### config.mk
export PLATFORM = sky130hd
export DESIGN_NAME = bds_raster_pos
export DESIGN_NICKNAME = d
export VERILOG_FILES = /design/src/bds_pkg.sv /design/src/bds_raster_pos.sv
export SDC_FILE = /design/constraint.sdc
export NUM_CORES = 1
export LEC_CHECK = 0
export ABC_CLOCK_PERIOD_IN_PS = 3700
export BUFFER_PORTS_ARGS = -buffer_cell sky130_fd_sc_hd__buf_2
export CAP_MARGIN = 20
export CORE_MARGIN = 2
export CORE_UTILIZATION = 50
export CTS_BUF_LIST = sky130_fd_sc_hd__clkbuf_4 sky130_fd_sc_hd__clkbuf_8 sky130_fd_sc_hd__clkbuf_16
export DETAILED_ROUTE_END_ITERATION = 6
export PLACE_DENSITY_LB_ADDON = 0.15
export SYNTH_ARGS = -nofsm -noshare
export SYNTH_HDL_FRONTEND = slang
export SYNTH_SLANG_ARGS = --single-unit
### constraint.sdc
create_clock -name clk -period 3.7 [get_ports clk]
set_input_delay 0.37 -clock clk [delete_from_list [all_inputs] [get_ports clk]]
set_output_delay 0.37 -clock clk [all_outputs]
set_load 0.01 [all_outputs]
### src/bds_pkg.sv
// ----------------------------------------------------------------------------
// bds_pkg: shared types and constants of the 2x2 box downsampler
// Channel widths, configuration register codes and reset values, and the
// per-pixel control word passed from the raster counters to the datapath, and pair_sum.
// ----------------------------------------------------------------------------
`default_nettype none

package bds_pkg;

  // Channel and sum widths
  localparam int CH_W   = 8;
  localparam int SUM_W  = CH_W + 1;     // sum of two samples
  localparam int PIX_W  = 3 * CH_W;     // packed {red, green, blue}
  localparam int PAIR_W = 3 * SUM_W;    // packed pair sums, blue in the low lane

  // Configuration port
  localparam int CFG_W     = 11;
  localparam int CFG_IDX_W = 1;
  localparam logic [CFG_IDX_W-1:0] CFG_FRAME_WIDTH  = 1'd0;
  localparam logic [CFG_IDX_W-1:0] CFG_FRAME_HEIGHT = 1'd1;
  localparam logic [CFG_W-1:0] FRAME_WIDTH_RST  = 11'd640;
  localparam logic [CFG_W-1:0] FRAME_HEIGHT_RST = 11'd480;

  // Default size limits
  localparam int MAX_WIDTH_DEF  = 1024;
  localparam int MAX_HEIGHT_DEF = 1024;

  // What one accepted pixel does
  typedef struct packed {
    logic hold_left;   // even column: capture as left pixel
    logic store_pair;  // even row, odd column: write pair sum to the line
    logic emit;        // odd row, odd column: produce one output
    logic frame_last;  // the emitted output closes the frame
  } pix_ctl_t;

  // Per-channel sum of two packed pixels, 9 bits a lane
  function automatic logic [PAIR_W-1:0] pair_sum(input logic [PIX_W-1:0] a,
                                                 input logic [PIX_W-1:0] b);
    logic [PAIR_W-1:0] s;
    s = '0;
    for (int c = 0; c < 3; c++) begin
      s[c*SUM_W +: SUM_W] = SUM_W'(a[c*CH_W +: CH_W]) + SUM_W'(b[c*CH_W +: CH_W]);
    end
    return s;
  endfunction

endpackage

`default_nettype wire

### src/bds_raster_pos.sv
// ----------------------------------------------------------------------------
// bds_raster_pos: raster position counters and pixel classification
// Tracks column and row of the next input pixel, clamps the configured frame
// size and tells the datapath what the current pixel does.
// ----------------------------------------------------------------------------
`default_nettype none

module bds_raster_pos #(
  parameter int MAX_WIDTH  = bds_pkg::MAX_WIDTH_DEF,
  parameter int MAX_HEIGHT = bds_pkg::MAX_HEIGHT_DEF,
  parameter int LAW        = 9
) (
  input  wire logic                     clk,
  input  wire logic                     rst_n,
  input  wire logic                     advance,
  input  wire logic [bds_pkg::CFG_W-1:0] frame_width,
  input  wire logic [bds_pkg::CFG_W-1:0] frame_height,
  output bds_pkg::pix_ctl_t              ctl,
  output logic      [LAW-1:0]           line_idx
);

  localparam int CW = $clog2(MAX_WIDTH);
  localparam int WW = $clog2(MAX_WIDTH + 1);
  localparam int RW = $clog2(MAX_HEIGHT);
  localparam int HW = $clog2(MAX_HEIGHT + 1);

  logic [CW-1:0] col_r, col_nxt;
  logic [RW-1:0] row_r, row_nxt;
  logic [WW-1:0] width_use, used_w;
  logic [HW-1:0] height_use, used_h;
  logic [WW:0]   col_ext, col_p1;
  logic [HW:0]   row_ext, row_p1;
  logic          in_frame;

  // Clamp the configured size to the supported range
  always_comb begin
    if (frame_width < bds_pkg::CFG_W'(2)) begin
      width_use = WW'(2);
    end else if (32'(frame_width) > MAX_WIDTH) begin
      width_use = WW'(MAX_WIDTH);
    end else begin
      width_use = WW'(frame_width);
    end
    if (frame_height < bds_pkg::CFG_W'(2)) begin
      height_use = HW'(2);
    end else if (32'(frame_height) > MAX_HEIGHT) begin
      height_use = HW'(MAX_HEIGHT);
    end else begin
      height_use = HW'(frame_height);
    end
  end

  // Drop a trailing odd column or row
  assign used_w  = {width_use[WW-1:1], 1'b0};
  assign used_h  = {height_use[HW-1:1], 1'b0};
  assign col_ext = (WW+1)'(col_r);
  assign row_ext = (HW+1)'(row_r);
  assign col_p1  = col_ext + (WW+1)'(1);
  assign row_p1  = row_ext + (HW+1)'(1);

  // Classify the current pixel
  assign in_frame = (col_ext < (WW+1)'(used_w)) && (row_ext < (HW+1)'(used_h));
  always_comb begin
    ctl.hold_left  = in_frame && !col_r[0];
    ctl.store_pair = in_frame && col_r[0] && !row_r[0];
    ctl.emit       = in_frame && col_r[0] && row_r[0];
    ctl.frame_last = ctl.emit && (col_p1 == (WW+1)'(used_w))
                              && (row_p1 == (HW+1)'(used_h));
  end

  assign line_idx = col_r[LAW:1];

  // Advance the position; wrap at row and frame end
  always_comb begin
    col_nxt = col_r;
    row_nxt = row_r;
    if (advance) begin
      if (col_p1 >= (WW+1)'(width_use)) begin
        col_nxt = '0;
        row_nxt = (row_p1 >= (HW+1)'(height_use)) ? '0 : RW'(row_p1);
      end else begin
        col_nxt = CW'(col_p1);
      end
    end
  end

  always_ff @(posedge clk) begin
    if (!rst_n) begin
      col_r <= '0;
      row_r <= '0;
    end else begin
      col_r <= col_nxt;
      row_r <= row_nxt;
    end
  end

endmodule

`default_nettype wire

==> flow_summary.ini <==
[outcome]
status = finished clean

[floorplanning]
start_util_pct = 51.5
die_area_um2 = 5370
row_count = 25
die_y_um = 73.3
pin_count = 38
die_w_um = 73.3
core_um2 = 4660

[critical_path]
cp.arrival_ns = 2.98
crit_start = row_r[1]$_SDFFE_PN0P_
path_depth = 11
cp.required_ns = 3.33
crit_family = simple AND/OR/NAND/NOR gates
crit_slowest_cell = dfxtp_1
critPathBufInv = 1
cp_cell_sequence = ha_1 > and3_1 > nand3_1 > nor2_1 > xnor2_1 > ha_1 > and4_1 > and2_4 > nand4_1 > nor4_1 > buf_2
worstSetupPathType = reg -> out
cp_common_cell = ha_1
cp_max_fo = 5
critPathLaunchType = register
regToRegSetupSlack_ns = 0.47
r2r-start = row_r[1]$_SDFFE_PN0P_
end_kind = output pin
max_stage_delay_ns = 0.45
crit_end = ctl[0]
worstReg2RegEnd = row_r[3]$_SDFFE_PN0P_
rr_worst_depth = 11

[clock_network]
cts.repair.resized = 0
cts_setup_buffers = 0
insertion_delay_ns = 0.26
path_clk_slew_ns = 0.08
cts_tree = yes
htreeDepth = 1
cts_made_buffers = 3
clock_path_buffers = 2
cts_sinks = 20
cts_root_buf = clkbuf_8
hold_buffers = 0

[detailed_routing]
wl_met1_mm = 2.64
drc = 0
wirelength_mm = 6.06
met2_length_mm = 3.15
first_iter_violations = 85
postRouteAntennaNets = 0
drt-vias-per-instance = 6.05
via_count = 2394
drt_first_pass_iters = 4
routed.top_layer = met4
met3WireLength_um = 176
wl_per_cell_um = 15.3

[grt]
grt_max_degree = 17
grt_pass1_wl_mm = 9.55
antenna_found_initial = 0
track_usage_pct = 22.8
overflow = 0
grt_pass1_vias = 2087

[sta]
maxSlewViolCount = 0
relSlewSlack_pct = 50.3
setup_viol = 0
timing.final.crit_share_pct = 90.4
worst_pin_slew_ns = 0.744
skew_ns = 0.00182
max_freq_mhz = 299
tns_ns = 0
rsz0062_at_grt = no
period_minus_slack_ns = 3.35
hold_viol = 0

[synthesis]
synth-main-ff-cell = dfxtp_1
synth-async-reset-ratio_pct = 0
synth_nets = 375
synth_cell_types = 53
syn-cell-area_um2 = 2400
synth.avg_cell_area_um2 = 7.74
syn_inst = 310
ys_ff_latch = 20
ys_warn_count = 0
synth_edf_count = 0
ys_seq_area_share_pct = 16.7

[placed_design]
port-buffer-count = 37
hpwl_mm = 5.02
placed_cells = 392
gp_congestion = 0.838

[finish]
drive_gt1_share_pct = 16.1
final_util_pct = 57.2
fin_nets = 408
fillers = 465
diodes = 0
final_cells = 396
areaGrowthSynthToFinish_pct = 11.1

[worst_hold_path]
min_path_type = in -> reg

[power_and_ir_drop]
peakVddDrop_mv = 0.198
leakagePower_nw = 1.22
powerDensity_nw_per_um2 = 286

[job]
cap_viol_max_count = 0
==> cells in the final DEF (no fill, tap or decap), types with 7 or more instances in the layout <==
master	count
nand4_1	8
dfxtp_1	20
nor4_1	8
nand3_1	20
xnor2_1	8
buf_2	37
and3_1	7
nor2_1	12
nand2b_1	7
a21oi_1	11
o221ai_1	8
ha_1	40
inv_1	21
nand2_1	49
==> layer usage <==
layer | track usage, % | up-vias
met5 | 0 | -
met4 | 5.56 | 0
met3 | 3.57 | 6
met2 | 42.3 | 46
met1 | 27.2 | 1126
li1 | - | 1216
==> registers in the layout (all words and copies together) (netlist names) <==
name,cells
row_r,10
col_r,10
==> report_power, final <==
group / internal, mW / switching, mW / total [mW]
logic: 0.119 / 0.153 / 0.271
clock network: 0.144 / 0.0765 / 0.221
registers: 0.234 / 0.0353 / 0.270
total: 0.497 / 0.264 / 0.762
==> worst register-to-register path, cell delays in order (launching register included) <==
cell	delay (ns)
dfxtp_1	0.45
ha_1	0.28
and3_1	0.27
nand3_1	0.21
nor4_1	0.35
ha_1	0.30
and4_1	0.22
and2_4	0.16
a221oi_4	0.37
buf_4	0.25
nand3_1	0.11
o221ai_1	0.18
==> Yosys cell counts (2+ instances only) <==
master    instances  share of area, %
nand4_1           8               2.1
nor2_1           12               1.9
nor3_1            5               1.0
and4_1            3               1.1
nor2b_1           4               1.0
o211ai_1          4               1.3
buf_2             2              0.42
o21ai_0           6               1.3
a21oi_1          11               2.3
inv_1            21               3.3
a41oi_1           6               2.2
a211oi_1          2              0.63
o21a_1            2              0.63
a21o_1            3              0.94
nor4_1            8               2.1
ha_1             40                21
xnor2_1           8               2.9
nand3b_1          4               1.3
nand3_1          20               4.2
and3_1            7               1.8
o22ai_1           6               1.6
xor2_1            3               1.1
dfxtp_1          20                17
nand2_1          49               7.7
nand2b_1          7               1.8
a21boi_0          3              0.94
mux2i_1           2              0.83
buf_4             9               2.8
o221ai_1          8               2.9
o21ai_2           2              0.73
clkbuf_1          2              0.31
and2_1            2              0.52
==> through the flow <==
step	hold slack, ns	instance area, um2	worst slack, ns	total power, mW
floorplan	0.486	2400	0.609	0.463
global placement	0.528	2590	0.427	0.536
detailed placement	0.536	2590	0.428	0.545
CTS	0.515	2670	0.328	0.769
global route	0.520	2670	0.0906	0.818
finish	0.520	2670	0.355	0.762
==> layout make-up <==
class | instances | area (um2) | share of cell area, %
repair buffers | 42 | 223 | 8.36
well taps | 54 | 67.6 | 2.54
clock inverters | 1 | 30.0 | 1.13
flip-flops and latches | 20 | 400 | 15.0
multi-input cells | 255 | 1820 | 68.5
inverters | 21 | 78.8 | 2.96
clock buffers | 3 | 41.3 | 1.55
==> kinds of logic after synthesis <==
group / after synthesis / share of synthesized area, %
buf+inv: 35 / 7.30
simple gates: 136 / 29.3
fa+ha+maj: 40 / 20.9
xor+xnor: 11 / 4.01
compound gates: 66 / 21.0
mux: 2 / 0.834
flops: 20 / 16.7
==> how the worst min path moves through the flow <==
stage	end	slack, ns	depth (start not counted)	start
after detailed placement	col_r[4]$_SDFFE_PN0P_	0.54	2	col_r[4]$_SDFFE_PN0P_
after floorplan	row_r[1]$_SDFFE_PN0P_	0.49	2	row_r[1]$_SDFFE_PN0P_
after CTS	col_r[3]$_SDFFE_PN0P_	0.52	2	rst_n
after global placement	col_r[1]$_SDFFE_PN0P_	0.53	2	col_r[1]$_SDFFE_PN0P_
after global routing	col_r[0]$_SDFFE_PN0P_	0.52	2	rst_n
final	col_r[1]$_SDFFE_PN0P_	0.52	2	rst_n
Power figures use the tool's default switching activity.
